### config.mk
export PLATFORM = sky130hd
export DESIGN_NAME = multi_axis_open_loop_positioner
export DESIGN_NICKNAME = d
export VERILOG_FILES = /design/src/rtl/maolp_pkg.sv /design/src/rtl/maolp_csr.sv /design/src/rtl/maolp_axis.sv /design/src/rtl/multi_axis_open_loop_positioner.sv
export SDC_FILE = /design/constraint.sdc
export NUM_CORES = 1
export LEC_CHECK = 0
export ABC_CLOCK_PERIOD_IN_PS = 9550
export BUFFER_PORTS_ARGS = -buffer_cell sky130_fd_sc_hd__buf_2
export CORE_MARGIN = 4
export CORE_UTILIZATION = 35
export DETAILED_ROUTE_END_ITERATION = 6
export PLACE_DENSITY = 0.48
export SLEW_MARGIN = 30
export SYNTH_ARGS = -nofsm -noshare
export SYNTH_HDL_FRONTEND = slang
export SYNTH_HIERARCHICAL = 1
export SYNTH_SLANG_ARGS = --single-unit
### constraint.sdc
create_clock -name clock -period 9.55 [get_ports clock]
set_input_delay 1.91 -clock clock [delete_from_list [all_inputs] [get_ports clock]]
set_output_delay 1.91 -clock clock [all_outputs]
set_load 0.01 [all_outputs]
### src/rtl/maolp_pkg.sv
package maolp_pkg;

   localparam int AXES      = 4;
   localparam int AXIS_W    = (AXES > 1) ? $clog2(AXES) : 1;
   localparam int EST_W     = 18;
   localparam int POS_W     = 16;
   localparam int CSR_IDX_W = 3;
   localparam int CSR_DAT_W = 16;
   localparam int REQ_DAT_W = 32;
   localparam int RSP_DAT_W = 80;

   localparam logic [7:0] CMD_DRIVE = 8'h40;
   localparam logic [7:0] CMD_STOP  = 8'h41;
   localparam logic [7:0] CMD_GOTO  = 8'h42;

   localparam logic [7:0] DRIVE_ARG_FWD = 8'd1;
   localparam logic [7:0] DRIVE_ARG_REV = 8'd2;

   localparam logic [CSR_IDX_W-1:0] REG_POS_MIN     = 3'd0;
   localparam logic [CSR_IDX_W-1:0] REG_POS_MAX     = 3'd1;
   localparam logic [CSR_IDX_W-1:0] REG_DEADBAND    = 3'd2;
   localparam logic [CSR_IDX_W-1:0] REG_STEP        = 3'd3;
   localparam logic [CSR_IDX_W-1:0] REG_HOMING_TICK = 3'd4;
   localparam logic [CSR_IDX_W-1:0] REG_SAVE_PERIOD = 3'd5;

   localparam logic [15:0] POS_MAX_RESET = 16'd1000;

   localparam logic signed [EST_W:0] EST_HI = 19'sd131071;
   localparam logic signed [EST_W:0] EST_LO = -19'sd131072;

   typedef enum logic [1:0] {
      DIR_OFF = 2'd0,
      DIR_FWD = 2'd1,
      DIR_REV = 2'd2
   } dir_type;

   typedef struct packed {
      logic [15:0] pos_min;
      logic [15:0] pos_max;
      logic [11:0] deadband;
      logic [7:0]  step;
      logic [15:0] homing_ticks;
      logic [7:0]  save_period;
   } cfg_type;

   // per-axis update controls, qualified by the advance of the request stage
   typedef struct packed {
      logic              dir_we;
      dir_type           dir;
      logic              tgt_we;
      logic [POS_W-1:0]  tgt;
      logic              home_step;
      logic              home_done;
      logic              track;
   } axis_ctrl_type;

   typedef logic [255:0][AXIS_W-1:0] axis_table_type;

   function automatic axis_table_type build_axis_table();
      axis_table_type t;
      for (int k = 0; k < 256; k++) begin
         t[k] = AXIS_W'(k % AXES);
      end
      return t;
   endfunction

   localparam axis_table_type AXIS_TABLE = build_axis_table();

   // below the minimum gives the minimum, otherwise above the maximum gives the maximum
   function automatic logic [POS_W-1:0] clamp_pos(logic signed [EST_W:0] v,
                                                  logic [15:0] lo, logic [15:0] hi);
      logic signed [EST_W:0] lo_s;
      logic signed [EST_W:0] hi_s;
      lo_s = $signed({3'b000, lo});
      hi_s = $signed({3'b000, hi});
      if (v < lo_s) begin
         return lo;
      end else if (v > hi_s) begin
         return hi;
      end
      return v[POS_W-1:0];
   endfunction

   function automatic logic signed [EST_W-1:0] sat_est(logic signed [EST_W:0] v);
      if (v > EST_HI) begin
         return EST_HI[EST_W-1:0];
      end else if (v < EST_LO) begin
         return EST_LO[EST_W-1:0];
      end
      return v[EST_W-1:0];
   endfunction

endpackage

### src/rtl/maolp_csr.sv
module maolp_csr (
   input  logic                                clock,
   input  logic                                reset,
   input  logic                                csr_valid,
   output logic                                csr_ready,
   input  logic [maolp_pkg::CSR_IDX_W-1:0]     csr_index,
   input  logic [maolp_pkg::CSR_DAT_W-1:0]     csr_data,
   output maolp_pkg::cfg_type                  cfg
);

   maolp_pkg::cfg_type cfg_ff;
   maolp_pkg::cfg_type cfg_in;

   assign csr_ready = 1'b1;
   assign cfg       = cfg_ff;

   always_comb begin
      cfg_in = cfg_ff;
      if (csr_valid) begin
         unique case (csr_index)
            maolp_pkg::REG_POS_MIN:     cfg_in.pos_min      = csr_data;
            maolp_pkg::REG_POS_MAX:     cfg_in.pos_max      = csr_data;
            maolp_pkg::REG_DEADBAND:    cfg_in.deadband     = csr_data[11:0];
            maolp_pkg::REG_STEP:        cfg_in.step         = csr_data[7:0];
            maolp_pkg::REG_HOMING_TICK: cfg_in.homing_ticks = csr_data;
            maolp_pkg::REG_SAVE_PERIOD: cfg_in.save_period  = csr_data[7:0];
            default:                    cfg_in = cfg_ff;
         endcase
      end
   end

   always_ff @(posedge clock) begin
      if (reset) begin
         cfg_ff.pos_min      <= 16'd0;
         cfg_ff.pos_max      <= maolp_pkg::POS_MAX_RESET;
         cfg_ff.deadband     <= 12'd5;
         cfg_ff.step         <= 8'd1;
         cfg_ff.homing_ticks <= 16'd500;
         cfg_ff.save_period  <= 8'd100;
      end else begin
         cfg_ff <= cfg_in;
      end
   end

endmodule

### src/rtl/maolp_axis.sv
module maolp_axis (
   input  logic                             clock,
   input  logic                             reset,
   input  logic                             advance,
   input  maolp_pkg::cfg_type               cfg,
   input  maolp_pkg::axis_ctrl_type         ctrl,
   output maolp_pkg::dir_type               dir_next,
   output logic [maolp_pkg::POS_W-1:0]      pos_next
);

   logic signed [maolp_pkg::EST_W-1:0] est_ff, est_in;
   logic [maolp_pkg::POS_W-1:0]        tgt_ff, tgt_in;
   maolp_pkg::dir_type                 dir_ff, dir_in;

   logic signed [maolp_pkg::EST_W:0] est_x;
   logic signed [maolp_pkg::EST_W:0] step_x;
   logic signed [maolp_pkg::EST_W:0] db_x;
   logic signed [maolp_pkg::EST_W:0] err;

   always_comb begin
      est_x  = {est_ff[maolp_pkg::EST_W-1], est_ff};
      step_x = $signed({11'd0, cfg.step});
      db_x   = $signed({7'd0, cfg.deadband});
      err    = $signed({3'b000, tgt_ff}) - est_x;

      est_in = est_ff;
      tgt_in = tgt_ff;
      dir_in = dir_ff;

      if (ctrl.dir_we) begin
         dir_in = ctrl.dir;
      end
      if (ctrl.tgt_we) begin
         tgt_in = ctrl.tgt;
      end
      // homing drives forward, which counts the estimate down
      if (ctrl.home_step && dir_ff == maolp_pkg::DIR_FWD) begin
         est_in = maolp_pkg::sat_est(est_x - step_x);
      end
      if (ctrl.home_done) begin
         dir_in = maolp_pkg::DIR_OFF;
         est_in = $signed({2'b00, cfg.pos_min});
      end
      if (ctrl.track) begin
         priority if (err > db_x) begin
            dir_in = maolp_pkg::DIR_FWD;
            est_in = maolp_pkg::sat_est(est_x + step_x);
         end else if (err < -db_x) begin
            dir_in = maolp_pkg::DIR_REV;
            est_in = maolp_pkg::sat_est(est_x - step_x);
         end else begin
            dir_in = maolp_pkg::DIR_OFF;
         end
      end
   end

   assign dir_next = dir_in;
   assign pos_next = maolp_pkg::clamp_pos({est_in[maolp_pkg::EST_W-1], est_in},
                                          cfg.pos_min, cfg.pos_max);

   always_ff @(posedge clock) begin
      if (reset) begin
         est_ff <= '0;
         tgt_ff <= '0;
         dir_ff <= maolp_pkg::DIR_FWD;
      end else if (advance) begin
         est_ff <= est_in;
         tgt_ff <= tgt_in;
         dir_ff <= dir_in;
      end
   end

endmodule

### src/rtl/multi_axis_open_loop_positioner.sv
// Channel  Ports                         Direction  Payload
// req      req_tvalid/tready/tdata/tuser in         command frame or control tick
// rsp      rsp_tvalid/tready/tdata       out        directions, positions, flags
// csr      csr_valid/ready/index/data    in         register write, always ready
//
// One request per cycle sustained while rsp_tready stays high. A request is latched
// in an input register; when it advances it updates the axis state and loads its
// response into the output register at the same edge.
// The input register advances whenever the output register is empty or being
// taken, so rsp_tready low stalls both stages without losing a request.
// Synchronous reset puts every axis in forward homing with zero estimates.
module multi_axis_open_loop_positioner (
   input  logic                                clock,
   input  logic                                reset,
   input  logic                                req_tvalid,
   output logic                                req_tready,
   // [7:0] command_code, [15:8] axis_byte, [23:16] argument_high, [31:24] argument_low
   input  logic [maolp_pkg::REQ_DAT_W-1:0]     req_tdata,
   // [0] op
   input  logic                                req_tuser,
   output logic                                rsp_tvalid,
   input  logic                                rsp_tready,
   // [1:0] direction_axis0, [3:2] direction_axis1, [5:4] direction_axis2,
   // [7:6] direction_axis3, [23:8] position_axis0, [39:24] position_axis1,
   // [55:40] position_axis2, [71:56] position_axis3, [72] homing_flag,
   // [73] save_pulse, [79:74] zero
   output logic [maolp_pkg::RSP_DAT_W-1:0]     rsp_tdata,
   input  logic                                csr_valid,
   output logic                                csr_ready,
   input  logic [maolp_pkg::CSR_IDX_W-1:0]     csr_index,
   input  logic [maolp_pkg::CSR_DAT_W-1:0]     csr_data
);

   maolp_pkg::cfg_type cfg;

   maolp_csr u_csr (
      .clock     (clock),
      .reset     (reset),
      .csr_valid (csr_valid),
      .csr_ready (csr_ready),
      .csr_index (csr_index),
      .csr_data  (csr_data),
      .cfg       (cfg)
   );

   logic                                in_valid_ff;
   logic                                in_op_ff;
   logic [maolp_pkg::REQ_DAT_W-1:0]     in_data_ff;
   logic                                out_valid_ff;
   logic [maolp_pkg::RSP_DAT_W-1:0]     out_data_ff, out_data_in;
   logic                                advance;

   assign advance    = in_valid_ff && (!out_valid_ff || rsp_tready);
   assign req_tready = !in_valid_ff || advance;
   assign rsp_tvalid = out_valid_ff;
   assign rsp_tdata  = out_data_ff;

   always_ff @(posedge clock) begin
      if (reset) begin
         in_valid_ff  <= 1'b0;
         out_valid_ff <= 1'b0;
      end else begin
         if (req_tready) begin
            in_valid_ff <= req_tvalid;
         end
         if (advance) begin
            out_valid_ff <= 1'b1;
         end else if (rsp_tready) begin
            out_valid_ff <= 1'b0;
         end
      end
   end

   always_ff @(posedge clock) begin
      if (req_tready && req_tvalid) begin
         in_op_ff   <= req_tuser;
         in_data_ff <= req_tdata;
      end
      if (advance) begin
         out_data_ff <= out_data_in;
      end
   end

   // request decode
   logic [7:0]                   code;
   logic [7:0]                   arg_hi;
   logic [7:0]                   arg_lo;
   logic [maolp_pkg::AXIS_W-1:0] axis_sel;
   maolp_pkg::dir_type           drive_dir;
   logic                         is_cmd;
   logic                         is_tick;

   assign code     = in_data_ff[7:0];
   assign axis_sel = maolp_pkg::AXIS_TABLE[in_data_ff[15:8]];
   assign arg_hi   = in_data_ff[23:16];
   assign arg_lo   = in_data_ff[31:24];
   assign is_cmd   = advance && !in_op_ff;
   assign is_tick  = advance && in_op_ff;

   always_comb begin
      priority if (arg_hi == maolp_pkg::DRIVE_ARG_FWD) begin
         drive_dir = maolp_pkg::DIR_FWD;
      end else if (arg_hi == maolp_pkg::DRIVE_ARG_REV) begin
         drive_dir = maolp_pkg::DIR_REV;
      end else begin
         drive_dir = maolp_pkg::DIR_OFF;
      end
   end

   // homing and save timers
   logic        homing_active_ff, homing_active_in;
   logic [15:0] homing_elapsed_ff, homing_elapsed_in;
   logic [7:0]  save_elapsed_ff, save_elapsed_in;
   logic [15:0] homing_inc;
   logic [7:0]  save_inc;
   logic        home_step;
   logic        home_done;
   logic        track;
   logic        save;

   always_comb begin
      homing_inc = (homing_elapsed_ff == 16'hFFFF) ? homing_elapsed_ff
                                                   : homing_elapsed_ff + 16'd1;
      save_inc   = (save_elapsed_ff == 8'hFF) ? save_elapsed_ff : save_elapsed_ff + 8'd1;

      home_step         = is_tick && homing_active_ff;
      home_done         = home_step && (homing_inc >= cfg.homing_ticks);
      track             = is_tick && !homing_active_ff;

      homing_active_in  = homing_active_ff;
      homing_elapsed_in = homing_elapsed_ff;
      save_elapsed_in   = save_elapsed_ff;
      save              = 1'b0;

      if (home_step) begin
         homing_elapsed_in = homing_inc;
      end
      if (home_done) begin
         homing_active_in = 1'b0;
         save             = 1'b1;
      end
      if (track) begin
         if (save_inc >= cfg.save_period) begin
            save_elapsed_in = 8'd0;
            save            = 1'b1;
         end else begin
            save_elapsed_in = save_inc;
         end
      end
   end

   always_ff @(posedge clock) begin
      if (reset) begin
         homing_active_ff  <= 1'b1;
         homing_elapsed_ff <= 16'd0;
         save_elapsed_ff   <= 8'd0;
      end else begin
         homing_active_ff  <= homing_active_in;
         homing_elapsed_ff <= homing_elapsed_in;
         save_elapsed_ff   <= save_elapsed_in;
      end
   end

   // axes
   maolp_pkg::dir_type          dir_next [maolp_pkg::AXES];
   logic [maolp_pkg::POS_W-1:0] pos_next [maolp_pkg::AXES];

   for (genvar a = 0; a < maolp_pkg::AXES; a++) begin : g_axis
      maolp_pkg::axis_ctrl_type ctrl;
      logic                     hit;

      assign hit            = is_cmd && (axis_sel == maolp_pkg::AXIS_W'(a));
      assign ctrl.dir_we    = hit && (code == maolp_pkg::CMD_DRIVE || code == maolp_pkg::CMD_STOP);
      assign ctrl.dir       = (code == maolp_pkg::CMD_DRIVE) ? drive_dir : maolp_pkg::DIR_OFF;
      assign ctrl.tgt_we    = hit && (code == maolp_pkg::CMD_GOTO);
      assign ctrl.tgt       = maolp_pkg::clamp_pos($signed({3'b000, arg_hi, arg_lo}),
                                                   cfg.pos_min, cfg.pos_max);
      assign ctrl.home_step = home_step;
      assign ctrl.home_done = home_done;
      assign ctrl.track     = track;

      maolp_axis u_axis (
         .clock    (clock),
         .reset    (reset),
         .advance  (advance),
         .cfg      (cfg),
         .ctrl     (ctrl),
         .dir_next (dir_next[a]),
         .pos_next (pos_next[a])
      );
   end

   // response packing, slots past the axis count read as zero
   for (genvar s = 0; s < 4; s++) begin : g_pack
      if (s < maolp_pkg::AXES) begin : g_used
         assign out_data_in[2*s +: 2]   = dir_next[s];
         assign out_data_in[8+16*s +: 16] = pos_next[s];
      end else begin : g_unused
         assign out_data_in[2*s +: 2]   = 2'b00;
         assign out_data_in[8+16*s +: 16] = 16'd0;
      end
   end

   assign out_data_in[72]    = homing_active_in;
   assign out_data_in[73]    = save;
   assign out_data_in[79:74] = 6'd0;

endmodule

Yosys cells after proc, flatten, opt, wreduce, memory -nomap -nowiden
Memory sizes are Yosys's and may differ from the RTL's. A register that Yosys moved wholly into a read port is not among the register bits.
Index checks and enable logic that the tools add are counted.
W data, S select, Z words.
- $add $sub $neg: 15
- $lt $le $gt $ge: 37
- equality and inequality tests: 19
- mux-type cells: 147
- reductions and logical operators: 43
- operators with widths (operator ; number):
    $mux W18 ; 48
    $mux W16 ; 16
    $gt A19 B18 Y1 const B ; 8
    $lt A19 B18 Y1 const B ; 8
    $add A18 B9 Y19 ; 4
    $gt A19 B13 Y1 ; 4
    $lt A19 B19 Y1 ; 4
    $sub A17 B18 Y19 ; 4
    $sub A18 B9 Y19 ; 4
    $gt A18 B17 Y1 ; 4
    $lt A18 B17 Y1 ; 4
    $mux W1 ; 56
    $mux W2 ; 24
    $eq A8 B7 Y1 const B ; 3
    $mux W8 ; 3
    $logic_and A1 B1 Y1 ; 23
    $reduce_and A2 Y1 ; 10
    $neg A12 Y19 ; 1
    $add A16 B1 Y16 const B ; 1
    $eq A16 B16 Y1 const B ; 1
    $ge A16 B16 Y1 ; 1
    $gt A16 B16 Y1 ; 1
    $lt A16 B16 Y1 ; 1
    $eq A2 B1 Y1 const B ; 5
    other kinds (15) ; 23
- flip-flop bits (word level): 354
- memory bits (read-only): 512
- output and inout bits: 83
- word-level logic and storage cells: 288
- memories: 1
- memories (memory ; depth ; bits a word ; read ports ; clocked after memory_dff ; wr ports ; line ; RTL):
    (name not given) ; 256 ; 2 ; 1 ; 1 ; 0 ; multi_axis_open_loop_positioner.sv:94 ; assign axis_sel = maolp_pkg::AXIS_TABLE[in_data_ff[15:8]];

Logic depth before layout (Yosys ltp)
- depth in word-level cells: 17
- gate-level depth with buffers: 35

By module
The synthesis kept the hierarchy.
- modules (own cells, without submodules) (module ; instances ; cells each ; area each (um^2) ; sequential area each (um^2)):
    maolp_axis at g_axis[0].u_axis ... ; 3 ; 935 ; 6650.1 ; 720.7
    multi_axis_open_loop_positioner ; 1 ; 607 ; 6636.4 ; 3613.5
    maolp_axis at g_axis[1].u_axis ; 1 ; 898 ; 6515.0 ; 720.7
    maolp_csr ; 1 ; 288 ; 3093.0 ; 1521.5

Worst setup path after synthesis
Ideal clock, no wire load.
- path kind: in2reg
- start point: in rsp_tready
- end point: reg out_data_ff (netlist bit rsp_tdata[22]) (data pin)
- library setup time: 0.260 ns
- arrival time: 8.347 ns
- data required time: 9.290 ns
- slack: 0.942 ns
- stages on the path: 23
- buffers on the path: 2
- cells stage by stage: nand2b_1 nand2_1 inv_1 nand2_1 inv_2 clkbuf_1 nand2_1 a211o_1 nor2_1 a221o_1 nor2_1 ha_1 a21o_1 a21o_1 a21o_1 a21o_1 a221oi_1 a41oi_1 a2111oi_0 clkbuf_1 nor3_1 a41o_1 mux2_4
- RTL lines (item ; line ; RTL):
    start: declaration ; multi_axis_open_loop_positioner.sv:22 ; input logic rsp_tready,
    end signal: assignment ; multi_axis_open_loop_positioner.sv:80 ; out_data_ff <= out_data_in;
    end: declaration ; multi_axis_open_loop_positioner.sv:50 ; logic [maolp_pkg::RSP_DAT_W-1:0] out_data_ff, out_data_in;

Worst setup path in the final report
- start point: reg g_axis[2].u_axis/est_ff[1] (netlist bit)
- end point: reg out_data_ff (netlist bit rsp_tdata[51]) (data pin)
- word-level cells in the longest chain between the ends: 15
- elaborated cells between the ends (all ways): 35
- classes of those cells: add/sub (3); order compare (8); mux (24)
- ends and longest elaborated chain (item ; line ; RTL):
    start: declaration ; maolp_axis.sv:11 ; logic signed [maolp_pkg::EST_W-1:0] est_ff, est_in;
    start signal: assignment ; maolp_axis.sv:67 ; est_ff <= est_in;
    $sub A18 B9 Y19 ; maolp_axis.sv:38, maolp_axis.sv:50 ;
    $lt A19 B18 Y1 ; maolp_pkg.sv:87 ; end else if (v < EST_LO) begin
    $mux W1 ; maolp_pkg.sv:87 ;
    $mux W1 ; maolp_pkg.sv:85 ; if (v > EST_HI) begin
    $mux W1 (on tied branches) ; maolp_axis.sv:37, maolp_axis.sv:48 ;
    $mux W18 / $mux W1 (equally long branches) ; maolp_pkg.sv:90, maolp_axis.sv:45 ;
    $mux W18 / $mux W1 (equally long branches) ; maolp_axis.sv:37, maolp_axis.sv:44 ;
    $mux W18 (on tied branches) ; maolp_axis.sv:40, maolp_pkg.sv:90 ;
    $mux W18 ; maolp_axis.sv:48 ; end else if (err < -db_x) begin
    $mux W18 ; maolp_axis.sv:45 ; priority if (err > db_x) begin
    $mux W18 (*) ; maolp_axis.sv:44 ; if (ctrl.track) begin
    named net g_axis[2].u_axis.est_in, one bit ; maolp_axis.sv:11 ;
    $gt A18 B17 Y1 ; maolp_pkg.sv:78 ; end else if (v > hi_s) begin
    $mux W1 ; maolp_pkg.sv:78 ;
    $mux W1 ; maolp_pkg.sv:76 ; if (v < lo_s) begin
    $mux W16 (*) ; maolp_pkg.sv:81 ; return v[POS_W-1:0];
    named net out_data_in, one bit ; multi_axis_open_loop_positioner.sv:50 ;
The timed path passes the listed nets; every way through them passes the cells marked *. The select of a mux whose other input is x is not followed.
A chain may end at the register's enable or synchronous reset.

==> run metrics <==
status completed; CTS Root Cell clkbuf_16; critical path buffer and inverter count 2; post-CTS resize count 0; internal cell power 3.61 mW; Hold Vio Cnt, Final 0; Port Buffers 126; Die Height between 300 and 400 um; ys flop type dfxtp_1; area share of the largest cell type after synthesis 15.0%; worst r2r src g_axis[2].u_axis/est_ff[1]; Util after Layout 39.6%; fmax 115 MHz; yosys warns 6; Iter 0 DRT Violations ~3,500; top post-synthesis cells by area ha_1 (15%), dfxtp_1 (14%), edfxtp_1 (8.4%), mux2i_1 (5.0%), a21oi_1 (4.5%); first-pass GRT wire length 214,000 um; chip width 330 um; initial antenna violation count 6; reg2reg end rsp_tdata[51]; DP Cell Count 6,011; measured slew at the worst slew-check pin ~1.1 ns; Final Worst Setup Slack 0.858 ns; ANT nets after route 0; register area 8020 sq um; area grow syn2layout 11.9%; Mapped Area 36,200 sq um; Worst IR Drop VDD 0.127 mV; HPWL Detailed 110,000 um; Clk pwr share 35.8%; Routed WL 146,000 um; HP Start g_axis[0].u_axis/tgt_ff[0]; number of synthesized flops with an enable pin 101; critical path arrival 9.19 ns; P_sw between 2 and 2.5 mW; final setup skew about 0.055 ns; Crit Path Class flip-flop to flip-flop; Residual DRC 0; clock latency on the worst-skew pair about 0.67 ns; Vias around 35,000; Pleak 17.6 nW; core footprint between 100,000 and 150,000 sq um; Hold Crit Class flip-flop to flip-flop; Initial Util between 30% and 40%; RD Place Congestion 0.938; fillers 10,700; CP startpoint kind flip-flop; Crit path largest cell delay 0.60 ns; sequential fraction of design power 29.3%; Sink Count 350; io pins 140; Netlist cell types 109; Vias per Instance 5.72; GRT Util Overall between 20% and 30%; Rows roughly 120; asr flop ratio synth 0%; Post-Place Worst Slack 0.952 ns; # Max-Cap Violations 0; hold_buf cts 0; fin crit share 91.0%; Worst Reg-to-Reg Cells 33; setup TNS 0 ns; post-CTS setup buffers 0; pin count of the biggest net entering global routing 141; flop2flop setup slack 0.86 ns; Final nets 5,195; Net Sw Frac 36.2%; Num CTS Buffers 48; TritonCTS clock tree yes; Detailed Routing Iterations Pass 1 6; Slew Viols, Final 0; mean post-synth cell area ~7.9 sq um; Slowest-stage cell, CP a221oi_1; power per cell area 140 nW/um^2; Tmin final 8.69 ns; wire length per cell roughly 24 um; Max Buffers Root-to-Sink 3; Max-slew headroom 23.4%; Hold EP g_axis[0].u_axis/tgt_ff[0]; worst-path fanout max 9; Setup-failing EPs final 0; CP top delay family compound AO/OA/AOI/OAI gates; sequential area share after synthesis about 22%; CP Capture Type flip-flop; RSZ-0062 raised after global routing false; Synth Register Bits 350; layout cells sized above 1 10.2%; die area 109,000 sq um; Worst Hold Depth 2; worst path required time 10.04 ns; area of the multi-input gates 25,800 sq um; GRT Residual Overflow 0; Logic pwr share 34.9%; H-tree levels 2; Worst-path clk slew 0.06 ns; Non-Filler Instances 6,102; cells after synthesis 4,598; vias in the first global route between 30,000 and 40,000; Synth area leader ha_1
-- layer usage --
metal  global-route usage, %  part of all wire (%)
met3                    4.91                   7.6
met2                    40.8                    43
met4                    9.37                   4.1
met1                    36.1                    45
met5                       0                     0
-- worst min-delay path, stage by stage (launching register included) --
cell and delay, ns:
dfxtp_1 0.31, nand2_1 0.05, a21oi_1 0.05
-- cell families after synthesis --
group | Yosys count | synth area share (%)
AO/OA/AOI/OAI | 1221 | 23.0
XOR/XNOR | 206 | 4.98
adder cells (fa/ha/maj) | 445 | 15.6
buffers and inverters | 635 | 6.96
flip-flops | 350 | 22.2
multiplexers | 220 | 6.33
other | 2 | 0.0207
AND/OR/NAND/NOR | 1519 | 21.0
-- cell usage in the layout (no fill, tap or decap), types with 20 or more instances in the layout --
| master | n |
|---|---|
| and3_1 | 34 |
| a31oi_1 | 43 |
| nand4_1 | 63 |
| mux2_2 | 29 |
| o31ai_1 | 40 |
| a221oi_1 | 24 |
| nor3_1 | 137 |
| buf_4 | 120 |
| nor2_1 | 344 |
| nor4_1 | 32 |
| o21bai_1 | 21 |
| o211ai_1 | 53 |
| or2_2 | 20 |
| and2_1 | 49 |
| xnor2_1 | 161 |
| xor2_1 | 45 |
| ha_1 | 433 |
| o21ai_0 | 209 |
| nand2_1 | 420 |
| and4_1 | 22 |
| nand2b_1 | 118 |
| a21oi_1 | 328 |
| nor2b_1 | 43 |
| o21a_1 | 58 |
| a211oi_1 | 57 |
| nand3_1 | 128 |
| buf_2 | 125 |
| a211o_1 | 33 |
| inv_1 | 421 |
| a21o_1 | 89 |
| dfxtp_1 | 248 |
| clkbuf_16 | 51 |
| edfxtp_1 | 101 |
| mux2i_1 | 180 |
-- final cells by class --
type / count / share of cell area, %
Clock inverter: 25 / 0.961
Inverter: 427 / 3.97
Timing Repair Buffer: 248 / 3.90
Sequential cell: 350 / 19.8
Antenna cell: 1 / 0.00618
Tap cell: 1368 / 4.23
Clock buffer: 65 / 3.43
Multi-Input combinational cell: 3618 / 63.7
-- synthesized netlist by cell type, types with 17 or more instances --
master,instances
xor2_1,45
o22ai_1,17
mux2_2,29
a31oi_1,50
or3_1,17
and3_1,34
o31ai_1,40
buf_2,25
nand2_1,420
nor3_1,139
o21ai_0,210
a21oi_1,328
edfxtp_1,101
a21o_1,89
a211o_1,34
dfxtp_1,249
nor2b_1,43
inv_1,423
clkbuf_1,160
nand3_1,128
nor4_1,32
nand4_1,63
and2_1,49
o21bai_1,21
a221oi_1,24
and4_1,22
xnor2_1,161
nor2_1,344
ha_1,433
o21a_1,58
or2_2,20
a211oi_1,58
nand2b_1,118
mux2i_1,180
o31a_1,18
nor3b_1,19
o211ai_1,53
-- power groups by stage --
stage	Clock, mW	Combinational (mW)	Sequential (mW)
after floorplan	0	1.41	1.68
after global placement	0	1.93	1.69
after detailed placement	0	1.94	1.69
after CTS	2.08	1.95	1.66
after global routing	2.12	2.16	1.66
final	2.02	1.98	1.66
-- registers in the layout, indices dropped and copies added (netlist names) --
name,count
save_elapsed_ff,8
in_data_ff,26
g_axis.u_axis/dir_ff,8
in_op_ff,1
g_axis.u_axis/est_ff,72
homing_active_ff,1
rsp_tdata,74
rsp_tvalid,1
axis_sel,2
g_axis.u_axis/tgt_ff,64
in_valid_ff,1
homing_elapsed_ff,16
u_csr/cfg,76
-- worst max path at each step --
stage,start,end,slack [ns],cells after the start
after detailed placement,g_axis[0].u_axis/est_ff[1],rsp_tdata[12],0.95,33
after floorplan,rsp_tready,rsp_tdata[22],0.94,23
after global placement,g_axis[0].u_axis/est_ff[0],rsp_tdata[12],0.98,34
final,g_axis[2].u_axis/est_ff[1],rsp_tdata[51],0.86,33
after CTS,g_axis[0].u_axis/est_ff[1],rsp_tdata[12],0.93,33
after global routing,g_axis[2].u_axis/est_ff[1],rsp_tdata[44],0.27,32
-- through the flow --
step / area (sq um) / power (mW) / hold slack (ns)
global route: 40500 / 5.95 / 0.476
floorplan: 36200 / 3.08 / 0.436
finish: 40500 / 5.66 / 0.461
CTS: 40500 / 5.69 / 0.461
global placement: 38600 / 3.62 / 0.444
detailed placement: 38700 / 3.63 / 0.452
(Power assumes the default switching activity.)
